[config.mk]
export PLATFORM = sky130hd
export DESIGN_NAME = hmac_md5_truncated_key_top_flat
export DESIGN_NICKNAME = d
export VERILOG_FILES = /design/src/hw/rtl/hmk_pkg.sv /design/src/hw/rtl/hmk_if.sv /design/src/hw/rtl/hmk_ram.sv /design/src/hw/rtl/hmac_md5_truncated_key_top.sv /design/src/flat_wrapper.sv
export SDC_FILE = /design/constraint.sdc
export NUM_CORES = 2
export LEC_CHECK = 0
export BUFFER_PORTS_ARGS = -buffer_cell sky130_fd_sc_hd__buf_2
export CORE_MARGIN = 3
export CORE_UTILIZATION = 30
export DETAILED_ROUTE_END_ITERATION = 6
export PLACE_DENSITY = 0.54
export SETUP_SLACK_MARGIN = 0.1
export SLEW_MARGIN = 40
export SYNTH_ARGS = -nofsm -noshare
export SYNTH_HDL_FRONTEND = slang
export SYNTH_SLANG_ARGS = --single-unit
[constraint.sdc]
create_clock -name i_clk -period 26.1 [get_ports i_clk]
set_clock_uncertainty 0.05 [all_clocks]
set_input_delay 3.915 -clock i_clk [delete_from_list [all_inputs] [get_ports i_clk]]
set_output_delay 3.915 -clock i_clk [all_outputs]
set_load 0.02 [all_outputs]
[src/hw/rtl/hmk_pkg.sv]
// Package of the HMAC-MD5 block: sequencer codes, MD5 constants and helpers.
// Depends on nothing; used by the top level and the checker.
package hmk_pkg;

    localparam int KeyDepth   = 64;
    localparam int BlockWords = 16;

    // Input kinds.
    localparam logic [1:0] KIND_KEY = 2'd0;
    localparam logic [1:0] KIND_MSG = 2'd1;
    localparam logic [1:0] KIND_FIN = 2'd2;

    // Computation phase.
    localparam logic [1:0] PH_IDLE = 2'd0;
    localparam logic [1:0] PH_KEY  = 2'd1;
    localparam logic [1:0] PH_MSG  = 2'd2;

    // Sequencer states.
    localparam logic [3:0] S_IDLE = 4'd0;
    localparam logic [3:0] S_KRD  = 4'd1;
    localparam logic [3:0] S_KAB  = 4'd2;
    localparam logic [3:0] S_MSG  = 4'd3;
    localparam logic [3:0] S_P80  = 4'd4;
    localparam logic [3:0] S_PZ   = 4'd5;
    localparam logic [3:0] S_PL   = 4'd6;
    localparam logic [3:0] S_FIN  = 4'd7;
    localparam logic [3:0] S_INB  = 4'd8;
    localparam logic [3:0] S_CPRE = 4'd9;
    localparam logic [3:0] S_CRND = 4'd10;
    localparam logic [3:0] S_CEND = 4'd11;
    localparam logic [3:0] S_OUT  = 4'd12;

    localparam logic [7:0] PAD_IN  = 8'h36;
    localparam logic [7:0] PAD_OUT = 8'h5c;
    localparam logic [7:0] PAD_ONE = 8'h80;
    localparam logic [5:0] LEN_POS = 6'd56;

    localparam logic [31:0] MD_IV [4] = '{32'h67452301, 32'hefcdab89,
                                          32'h98badcfe, 32'h10325476};

    localparam logic [31:0] MD_T [64] = '{
        32'hd76aa478, 32'he8c7b756, 32'h242070db, 32'hc1bdceee,
        32'hf57c0faf, 32'h4787c62a, 32'ha8304613, 32'hfd469501,
        32'h698098d8, 32'h8b44f7af, 32'hffff5bb1, 32'h895cd7be,
        32'h6b901122, 32'hfd987193, 32'ha679438e, 32'h49b40821,
        32'hf61e2562, 32'hc040b340, 32'h265e5a51, 32'he9b6c7aa,
        32'hd62f105d, 32'h02441453, 32'hd8a1e681, 32'he7d3fbc8,
        32'h21e1cde6, 32'hc33707d6, 32'hf4d50d87, 32'h455a14ed,
        32'ha9e3e905, 32'hfcefa3f8, 32'h676f02d9, 32'h8d2a4c8a,
        32'hfffa3942, 32'h8771f681, 32'h6d9d6122, 32'hfde5380c,
        32'ha4beea44, 32'h4bdecfa9, 32'hf6bb4b60, 32'hbebfbc70,
        32'h289b7ec6, 32'heaa127fa, 32'hd4ef3085, 32'h04881d05,
        32'hd9d4d039, 32'he6db99e5, 32'h1fa27cf8, 32'hc4ac5665,
        32'hf4292244, 32'h432aff97, 32'hab9423a7, 32'hfc93a039,
        32'h655b59c3, 32'h8f0ccc92, 32'hffeff47d, 32'h85845dd1,
        32'h6fa87e4f, 32'hfe2ce6e0, 32'ha3014314, 32'h4e0811a1,
        32'hf7537e82, 32'hbd3af235, 32'h2ad7d2bb, 32'heb86d391};

    localparam logic [4:0] MD_S [16] = '{5'd7, 5'd12, 5'd17, 5'd22, 5'd5, 5'd9, 5'd14, 5'd20,
                                         5'd4, 5'd11, 5'd16, 5'd23, 5'd6, 5'd10, 5'd15, 5'd21};

    // Message word index used by a round.
    function automatic logic [3:0] md_g(input logic [5:0] rnd);
        logic [3:0] i;
        logic [3:0] g;
        i = rnd[3:0];
        case (rnd[5:4])
            2'd0:    g = i;
            2'd1:    g = 4'((i << 2) + i + 4'd1);
            2'd2:    g = 4'((i << 1) + i + 4'd5);
            default: g = 4'((i << 3) - i);
        endcase
        return g;
    endfunction

    // Rotate left by a round's shift amount.
    function automatic logic [31:0] md_rotl(input logic [31:0] x, input logic [4:0] s);
        logic [63:0] w;
        w = {x, x} << s;
        return w[63:32];
    endfunction

endpackage

[src/hw/rtl/hmk_if.sv]
// Handshake interfaces of the HMAC-MD5 block: input item and digest byte.
// Depends on nothing.
interface hmk_in_if;
    logic       valid;
    logic       ready;
    logic [1:0] kind;
    logic [7:0] data_byte;
    modport source (output valid, kind, data_byte, input ready);
    modport sink   (input valid, kind, data_byte, output ready);
endinterface

interface hmk_out_if;
    logic       valid;
    logic       ready;
    logic [7:0] digest_byte;
    logic [3:0] byte_index;
    logic       last;
    modport source (output valid, digest_byte, byte_index, last, input ready);
    modport sink   (input valid, digest_byte, byte_index, last, output ready);
endinterface

[src/hw/rtl/hmk_ram.sv]
// Generic single-write, single-read RAM with registered read data.
// Depends on nothing.
module hmk_ram #(
    parameter int Width = 8,
    parameter int Depth = 64
) (
    input  logic                     i_clk,
    input  logic                     i_we,
    input  logic [$clog2(Depth)-1:0] i_waddr,
    input  logic [Width-1:0]         i_wdata,
    input  logic [$clog2(Depth)-1:0] i_raddr,
    output logic [Width-1:0]         o_rdata
);
    logic [Width-1:0] r_mem [Depth];

    // Write port and registered read port.
    always_ff @(posedge i_clk) begin
        if (i_we) begin
            r_mem[i_waddr] <= i_wdata;
        end
        o_rdata <= r_mem[i_raddr];
    end
endmodule

[src/hw/rtl/hmac_md5_truncated_key_top.sv]
// Channel   Dir  Beat payload                      Accepted when
// i_in      in   kind, data_byte                   valid && ready
// o_out     out  digest_byte, byte_index, last     valid && ready
//
// A key byte is stored in the key RAM; a message byte is absorbed in S_MSG, and
// each 64th byte starts the MD5 compression (one round a cycle through the block
// RAM). The first message byte or a finish after the key pads the key (read in
// S_KRD, absorbed in S_KAB) and runs one compression. A finish runs padding, the
// outer hash and then 16 output beats; input is held off until the last beat.
// Reset is synchronous, active low; the output may stall for any time.
// Depends on hmk_pkg, hmk_if and hmk_ram.
module hmac_md5_truncated_key_top
    import hmk_pkg::*;
(
    input  logic              i_clk,
    input  logic              i_rst_n,
    hmk_in_if.sink            i_in,
    hmk_out_if.source         o_out
);
    logic [3:0]  r_state, n_state;
    logic [3:0]  r_ret, n_ret;
    logic [3:0]  r_after, n_after;
    logic [1:0]  r_phase, n_phase;
    logic [6:0]  r_cnt, n_cnt;
    logic [5:0]  r_idx, n_idx;
    logic [5:0]  r_rnd, n_rnd;
    logic [3:0]  r_oidx, n_oidx;
    logic        r_outer, n_outer;
    logic [7:0]  r_pad, n_pad;
    logic [7:0]  r_data, n_data;
    logic [63:0] r_bitlen, n_bitlen;
    logic [63:0] r_len, n_len;
    logic [23:0] r_wacc, n_wacc;
    logic [127:0] r_inner, n_inner;
    logic [31:0] r_chain [4];
    logic [31:0] n_chain [4];
    logic [31:0] r_a, r_b, r_c, r_d, n_a, n_b, n_c, n_d;

    logic        key_we;
    logic [5:0]  key_waddr;
    logic [7:0]  key_rdata;
    logic        bb_we;
    logic [3:0]  bb_waddr, bb_raddr;
    logic [31:0] bb_wdata, bb_rdata;

    logic        ab_en;
    logic [7:0]  ab_byte;
    logic [3:0]  ab_next;
    logic [5:0]  pos;
    logic [6:0]  eff_cnt;
    logic [31:0] f, sum;
    logic [7:0]  key_byte;

    hmk_ram #(.Width(8), .Depth(KeyDepth)) u_key_ram (
        .i_clk  (i_clk),
        .i_we   (key_we),
        .i_waddr(key_waddr),
        .i_wdata(i_in.data_byte),
        .i_raddr(r_idx),
        .o_rdata(key_rdata)
    );

    hmk_ram #(.Width(32), .Depth(BlockWords)) u_block_ram (
        .i_clk  (i_clk),
        .i_we   (bb_we),
        .i_waddr(bb_waddr),
        .i_wdata(bb_wdata),
        .i_raddr(bb_raddr),
        .o_rdata(bb_rdata)
    );

    assign pos      = r_bitlen[8:3];
    assign eff_cnt  = (r_phase != PH_KEY) ? 7'd0 : r_cnt;
    assign key_we   = i_in.valid && i_in.ready && (i_in.kind == KIND_KEY) && !eff_cnt[6];
    assign key_waddr = eff_cnt[5:0];
    // Entries at or past the fill count read as zero.
    assign key_byte = (({1'b0, r_idx} < r_cnt) ? key_rdata : 8'd0) ^ r_pad;

    // MD5 round function, summed with the registered message word.
    always_comb begin
        case (r_rnd[5:4])
            2'd0:    f = (r_b & r_c) | (~r_b & r_d);
            2'd1:    f = (r_d & r_b) | (~r_d & r_c);
            2'd2:    f = r_b ^ r_c ^ r_d;
            default: f = r_c ^ (r_b | ~r_d);
        endcase
        sum = r_a + f + MD_T[r_rnd] + bb_rdata;
    end

    // Handshake outputs.
    assign i_in.ready        = (r_state == S_IDLE);
    assign o_out.valid       = (r_state == S_OUT);
    assign o_out.digest_byte = 8'(r_chain[r_oidx[3:2]] >> {r_oidx[1:0], 3'b000});
    assign o_out.byte_index  = r_oidx;
    assign o_out.last        = (r_oidx == 4'd15);

    // Sequencer.
    always_comb begin
        n_state  = r_state;
        n_ret    = r_ret;
        n_after  = r_after;
        n_phase  = r_phase;
        n_cnt    = r_cnt;
        n_idx    = r_idx;
        n_rnd    = r_rnd;
        n_oidx   = r_oidx;
        n_outer  = r_outer;
        n_pad    = r_pad;
        n_data   = r_data;
        n_bitlen = r_bitlen;
        n_len    = r_len;
        n_wacc   = r_wacc;
        n_inner  = r_inner;
        n_chain  = r_chain;
        n_a = r_a;
        n_b = r_b;
        n_c = r_c;
        n_d = r_d;
        ab_en    = 1'b0;
        ab_byte  = 8'd0;
        ab_next  = S_IDLE;
        bb_we    = 1'b0;
        bb_waddr = pos[5:2];
        bb_wdata = 32'd0;
        bb_raddr = md_g(6'd0);

        unique case (r_state)
            S_IDLE: begin
                if (i_in.valid) begin
                    n_data = i_in.data_byte;
                    if (i_in.kind == KIND_KEY) begin
                        n_phase = PH_KEY;
                        n_cnt   = eff_cnt[6] ? eff_cnt : 7'(eff_cnt + 7'd1);
                    end else if (i_in.kind == KIND_MSG || i_in.kind == KIND_FIN) begin
                        n_state = (i_in.kind == KIND_MSG) ? S_MSG : S_P80;
                        if (r_phase != PH_MSG) begin
                            n_after  = n_state;
                            n_state  = S_KRD;
                            n_chain  = MD_IV;
                            n_bitlen = 64'd0;
                            n_idx    = 6'd0;
                            n_pad    = PAD_IN;
                            n_outer  = 1'b0;
                            n_phase  = PH_MSG;
                        end
                    end
                end
            end
            S_KRD: n_state = S_KAB;
            S_KAB: begin
                ab_en   = 1'b1;
                ab_byte = key_byte;
                ab_next = (r_idx == 6'd63) ? r_after : S_KRD;
                n_idx   = 6'(r_idx + 6'd1);
            end
            S_MSG: begin
                ab_en   = 1'b1;
                ab_byte = r_data;
                ab_next = S_IDLE;
            end
            S_P80: begin
                n_len   = r_bitlen;
                ab_en   = 1'b1;
                ab_byte = PAD_ONE;
                ab_next = S_PZ;
            end
            S_PZ: begin
                if (pos == LEN_POS) begin
                    n_idx   = 6'd0;
                    n_state = S_PL;
                end else begin
                    ab_en   = 1'b1;
                    ab_next = S_PZ;
                end
            end
            S_PL: begin
                ab_en   = 1'b1;
                ab_byte = 8'(r_len >> {r_idx[2:0], 3'b000});
                ab_next = (r_idx[2:0] == 3'd7) ? S_FIN : S_PL;
                n_idx   = 6'(r_idx + 6'd1);
            end
            S_FIN: begin
                if (!r_outer) begin
                    n_inner  = {r_chain[3], r_chain[2], r_chain[1], r_chain[0]};
                    n_chain  = MD_IV;
                    n_bitlen = 64'd0;
                    n_outer  = 1'b1;
                    n_idx    = 6'd0;
                    n_pad    = PAD_OUT;
                    n_after  = S_INB;
                    n_state  = S_KRD;
                end else begin
                    n_oidx  = 4'd0;
                    n_state = S_OUT;
                end
            end
            S_INB: begin
                ab_en   = 1'b1;
                ab_byte = 8'(r_inner >> {r_idx[3:0], 3'b000});
                ab_next = (r_idx[3:0] == 4'd15) ? S_P80 : S_INB;
                n_idx   = 6'(r_idx + 6'd1);
            end
            S_CPRE: begin
                n_a = r_chain[0];
                n_b = r_chain[1];
                n_c = r_chain[2];
                n_d = r_chain[3];
                n_rnd   = 6'd0;
                n_state = S_CRND;
            end
            S_CRND: begin
                bb_raddr = md_g(6'(r_rnd + 6'd1));
                n_a = r_d;
                n_d = r_c;
                n_c = r_b;
                n_b = r_b + md_rotl(sum, MD_S[{r_rnd[5:4], r_rnd[1:0]}]);
                n_rnd = 6'(r_rnd + 6'd1);
                if (r_rnd == 6'd63) begin
                    n_state = S_CEND;
                end
            end
            S_CEND: begin
                n_chain[0] = r_chain[0] + r_a;
                n_chain[1] = r_chain[1] + r_b;
                n_chain[2] = r_chain[2] + r_c;
                n_chain[3] = r_chain[3] + r_d;
                n_state    = r_ret;
            end
            S_OUT: begin
                if (o_out.ready) begin
                    n_oidx = 4'(r_oidx + 4'd1);
                    if (r_oidx == 4'd15) begin
                        n_cnt   = 7'd0;
                        n_phase = PH_IDLE;
                        n_state = S_IDLE;
                    end
                end
            end
            default: n_state = S_IDLE;
        endcase

        // Absorb one byte into the block; a full block starts a compression.
        if (ab_en) begin
            n_bitlen = r_bitlen + 64'd8;
            if (pos[1:0] == 2'd3) begin
                bb_we    = 1'b1;
                bb_wdata = {ab_byte, r_wacc};
            end else begin
                n_wacc = r_wacc;
                n_wacc[{pos[1:0], 3'b000} +: 8] = ab_byte;
            end
            if (pos == 6'd63) begin
                n_ret   = ab_next;
                n_state = S_CPRE;
            end else begin
                n_state = ab_next;
            end
        end
    end

    // Control registers.
    always_ff @(posedge i_clk) begin
        if (!i_rst_n) begin
            r_state  <= S_IDLE;
            r_ret    <= S_IDLE;
            r_after  <= S_IDLE;
            r_phase  <= PH_IDLE;
            r_cnt    <= 7'd0;
            r_idx    <= 6'd0;
            r_rnd    <= 6'd0;
            r_oidx   <= 4'd0;
            r_outer  <= 1'b0;
            r_bitlen <= 64'd0;
            r_chain  <= MD_IV;
        end else begin
            r_state  <= n_state;
            r_ret    <= n_ret;
            r_after  <= n_after;
            r_phase  <= n_phase;
            r_cnt    <= n_cnt;
            r_idx    <= n_idx;
            r_rnd    <= n_rnd;
            r_oidx   <= n_oidx;
            r_outer  <= n_outer;
            r_bitlen <= n_bitlen;
            r_chain  <= n_chain;
        end
    end

    // Payload registers.
    always_ff @(posedge i_clk) begin
        r_pad   <= n_pad;
        r_data  <= n_data;
        r_len   <= n_len;
        r_wacc  <= n_wacc;
        r_inner <= n_inner;
        r_a <= n_a;
        r_b <= n_b;
        r_c <= n_c;
        r_d <= n_d;
    end
endmodule

[src/flat_wrapper.sv]
// flat-port wrapper written by rule: the top's interface ports become plain ports
module hmac_md5_truncated_key_top_flat import hmk_pkg::*;
  (i_clk, i_rst_n, i_in_valid, i_in_kind, i_in_data_byte, i_in_ready, o_out_valid, o_out_digest_byte, o_out_byte_index, o_out_last, o_out_ready);
  hmk_in_if i_in_i ();
  hmk_out_if o_out_i ();
  input  logic i_clk;
  input  logic i_rst_n;
  input wire logic [$bits(i_in_i.valid)-1:0] i_in_valid;
  input wire logic [$bits(i_in_i.kind)-1:0] i_in_kind;
  input wire logic [$bits(i_in_i.data_byte)-1:0] i_in_data_byte;
  output wire logic [$bits(i_in_i.ready)-1:0] i_in_ready;
  output wire logic [$bits(o_out_i.valid)-1:0] o_out_valid;
  output wire logic [$bits(o_out_i.digest_byte)-1:0] o_out_digest_byte;
  output wire logic [$bits(o_out_i.byte_index)-1:0] o_out_byte_index;
  output wire logic [$bits(o_out_i.last)-1:0] o_out_last;
  input wire logic [$bits(o_out_i.ready)-1:0] o_out_ready;
  assign i_in_i.valid = i_in_valid;
  assign i_in_i.kind = i_in_kind;
  assign i_in_i.data_byte = i_in_data_byte;
  assign i_in_ready = i_in_i.ready;
  assign o_out_valid = o_out_i.valid;
  assign o_out_digest_byte = o_out_i.digest_byte;
  assign o_out_byte_index = o_out_i.byte_index;
  assign o_out_last = o_out_i.last;
  assign o_out_i.ready = o_out_ready;
  hmac_md5_truncated_key_top u_core (.i_clk(i_clk), .i_rst_n(i_rst_n), .i_in(i_in_i), .o_out(o_out_i));
endmodule
==> flow_summary.yaml <==
run_status:
  outcome: "complete, no violations"
min_path:
  hold_end: "u_core.r_len[59]"
  hp-start: "u_core.r_bitlen[59]"
  hold_path.class: "register to register"
  hold_depth: 0
placement:
  place_congestion: 0.9110
  io_buffers: 28
  place_hpwl_mm: 176.7
  placed_cells: 10200
  placed_cell_area_um2: 87290
layout:
  nFillCells: 26860
  instances_no_fill: 10540
  final_common_cell: "edfxtp_1"
  regArea_um2: 46640
  final_cell_mix: "edfxtp_1 (1375), nand2_1 (805), nor2_1 (429)"
  stdcell_area_um2: 93270
  area_delta_synth_final_pct: 12.85
  fin_nets: 7101
  multi_input_area_um2: 33860
  drive_gt1_frac: 0.1233
power_and_ir_drop:
  p_per_area_nw_per_um2: 91.74
  ir_drop_uv: 73.40
  p_leak_nw: 31.46
synthesis:
  synth-edff-count: 1375
  ys_ff_latch: 1641
  synth_ff_type: "edfxtp_1"
  ys_async_sr_fraction: 0
  synth_area_um2: 82650
  ys_warn_count: 0
  synth.avg_cell_area_um2: 12.07
  ys_types: 96
  yosysSeqAreaShare: 0.5640
  syn-instance-count: 6847
  syn-num-nets: 7158
clock_tree:
  ctsResizeCount: 0
  ctsHoldBuffers: 0
  cts_root_buffer: "clkbuf_16"
  clk_latency_ns: 0.84
  path_clk_slew_ns: 0.06
  cts_buffers: 176
  clock_path_buffers: 3
  post_cts_buffers: 0
  tritoncts: "done"
  cts_sinks: 1641
  cts_max_level: 4
grt:
  grt_start_max_net_pins: 189
  grt.total_usage: 0.1816
  antenna_found_initial: 5
  grt_pass1_vias: 54750
  grt_first_pass_wirelength_mm: 381.5
  grt_overflow: 0
sta:
  maxSlewViolCount: 0
  finalCritPeriodShare: 0.4424
  setup-tns-final_ns: 0
  rsz0062_at_grt: "false"
  slew-limit-headroom: 0.3781
  hold_viol: 0
  worst_slew_pin_slew_ns: 0.9294
  setup_viol: 0
  fmax_mhz: 86.60
  layout_min_cycle_time_ns: 11.55
worst_setup_path:
  cp-start-kind: "register"
  critPathMaxFanout: 17
  rrSetupSlack_ns: 14.55
  cpMaxStageDelayCell: "ha_1"
  endpoint_kind: "register"
  crit_type: "register to register"
  critPathMaxStageDelay_ns: 1.04
  regToRegStartpoint: "u_core.r_rnd[0]"
  timing.rr.end: "u_core.r_b[30]"
  path_common_cell: "a21oi_1"
  required_ns: 26.59
  cp.arrival_ns: 12.03
  cp-startpoint: "u_core.r_rnd[0]"
  reg2reg_depth: 37
route:
  routed_wl_mm: 262.9
  detail_route.wl_per_cell_um: 24.95
  antenna_left: 0
  vias_per_cell: 5.377
  vias: 56650
  drt-initial-drc-count: 5509
  drc: 0
  dr.pass1.iters: 6
die:
  start_util: 0.3018
  placementRows: 192
  die_y_um: 530.9
  ios: 29
  die_area_um2: 281800
  fp.coreArea_um2: 273900
  die_w_um: 530.9
run:
  maxCapViolCount: 0
-- routing by layer --
metal / routed length (µm) / vias up / global-route usage
met5: 16 / - / 0
met4: 9332 / 2 / 0.06204
met3: 17100 / 377 / 0.02666
met2: 122200 / 2028 / 0.2914
met1: 114200 / 28610 / 0.2508
li1: - / 25630 / -
-- power breakdown --
| group | switching [mW] | internal [mW] |
|---|---|---|
| Clock | 1.08 | 1.42 |
| Sequential | 0.115 | 2.90 |
| Combinational | 1.84 | 1.20 |
-- flip-flops by register name, indices dropped and copies added (netlist names), 6 cells and up --
| signal | cells |
|---|---|
| u_core.r_data | 8 |
| u_core.r_idx | 6 |
| u_core.r_inner | 128 |
| u_core.r_b | 32 |
| u_core.r_c | 32 |
| u_core.r_len | 61 |
| u_core.r_bitlen | 61 |
| u_core.u_key_ram.r_mem | 512 |
| u_core.r_rnd | 6 |
| u_core.r_d | 32 |
| u_core.u_block_ram.o_rdata | 32 |
| u_core.u_block_ram.r_mem | 512 |
| u_core.r_wacc | 24 |
| u_core.r_chain | 128 |
| u_core.r_cnt | 7 |
| u_core.r_a | 32 |
| u_core.u_key_ram.o_rdata | 8 |
-- per-stage QoR --
stage	setup slack, ns	hold WS (ns)	power [mW]	utilization
detailed placement	14.79	0.3799	6.072	0.3187
floorplan	16.44	0.3529	5.174	-
CTS	14.74	0.3962	8.593	0.3400
global placement	14.81	0.3771	6.053	0.3182
global route	13.82	0.4109	9.015	0.3405
finish	14.55	0.3975	8.556	0.3406
-- cell type report --
cell class | instances | share of cell area
antenna | 4 | 0.0001073
clock buffer | 241 | 0.05082
clock inverter | 90 | 0.01179
inverter | 263 | 0.01064
multi-input combinational | 4533 | 0.3630
sequential | 1641 | 0.5001
tap | 3589 | 0.04815
timing repair buffer | 175 | 0.01537
-- synthesized netlist by cell type, drive strengths merged (126+ instances only) --
master,n,area [µm²]
a211oi,213,1609
a21oi,389,1954
a31oi,164,1038
and2,175,1095
clkbuf,313,1176
dfxtp,266,5325
edfxtp,1375,41290
ha,229,2865
inv,260,975.9
mux4,271,6103
nand2,806,3025
nand3,176,880.8
nor2,459,1723
o21ai,310,1551
xnor2,126,1104
xor2,148,1304
-- worst max-delay path: cells and delay by family (launching register included) --
family	cells	cell delay (ns)
compound gates	20	4.92
xor+xnor	2	0.33
fa+ha+maj	6	3.05
buf+inv	3	0.56
flops	1	0.34
mux	3	1.22
simple gates	3	0.73
-- how the worst max path moves through the flow --
stage	end	slack, ns
5_1_grt	u_core.r_b[30]	13.82
4_1_cts	u_core.r_b[30]	14.74
6_report	u_core.r_b[30]	14.55
3_3_place_gp	u_core.r_b[30]	14.81
2_1_floorplan	u_core.r_b[30]	16.44
3_5_place_dp	u_core.r_b[30]	14.79
-- logic make-up (layout without fill, tap and decap cells) --
group	count (synthesis)	count (layout)	synth area share
mux	381	381	0.08747
simple gates	1964	1964	0.1071
xor+xnor	275	275	0.02940
buf+inv	673	769	0.03106
fa+ha+maj	328	328	0.05489
compound gates	1585	1585	0.1260
other cells	0	4	0
flops	1641	1641	0.5640
(Power assumes the default switching activity.)
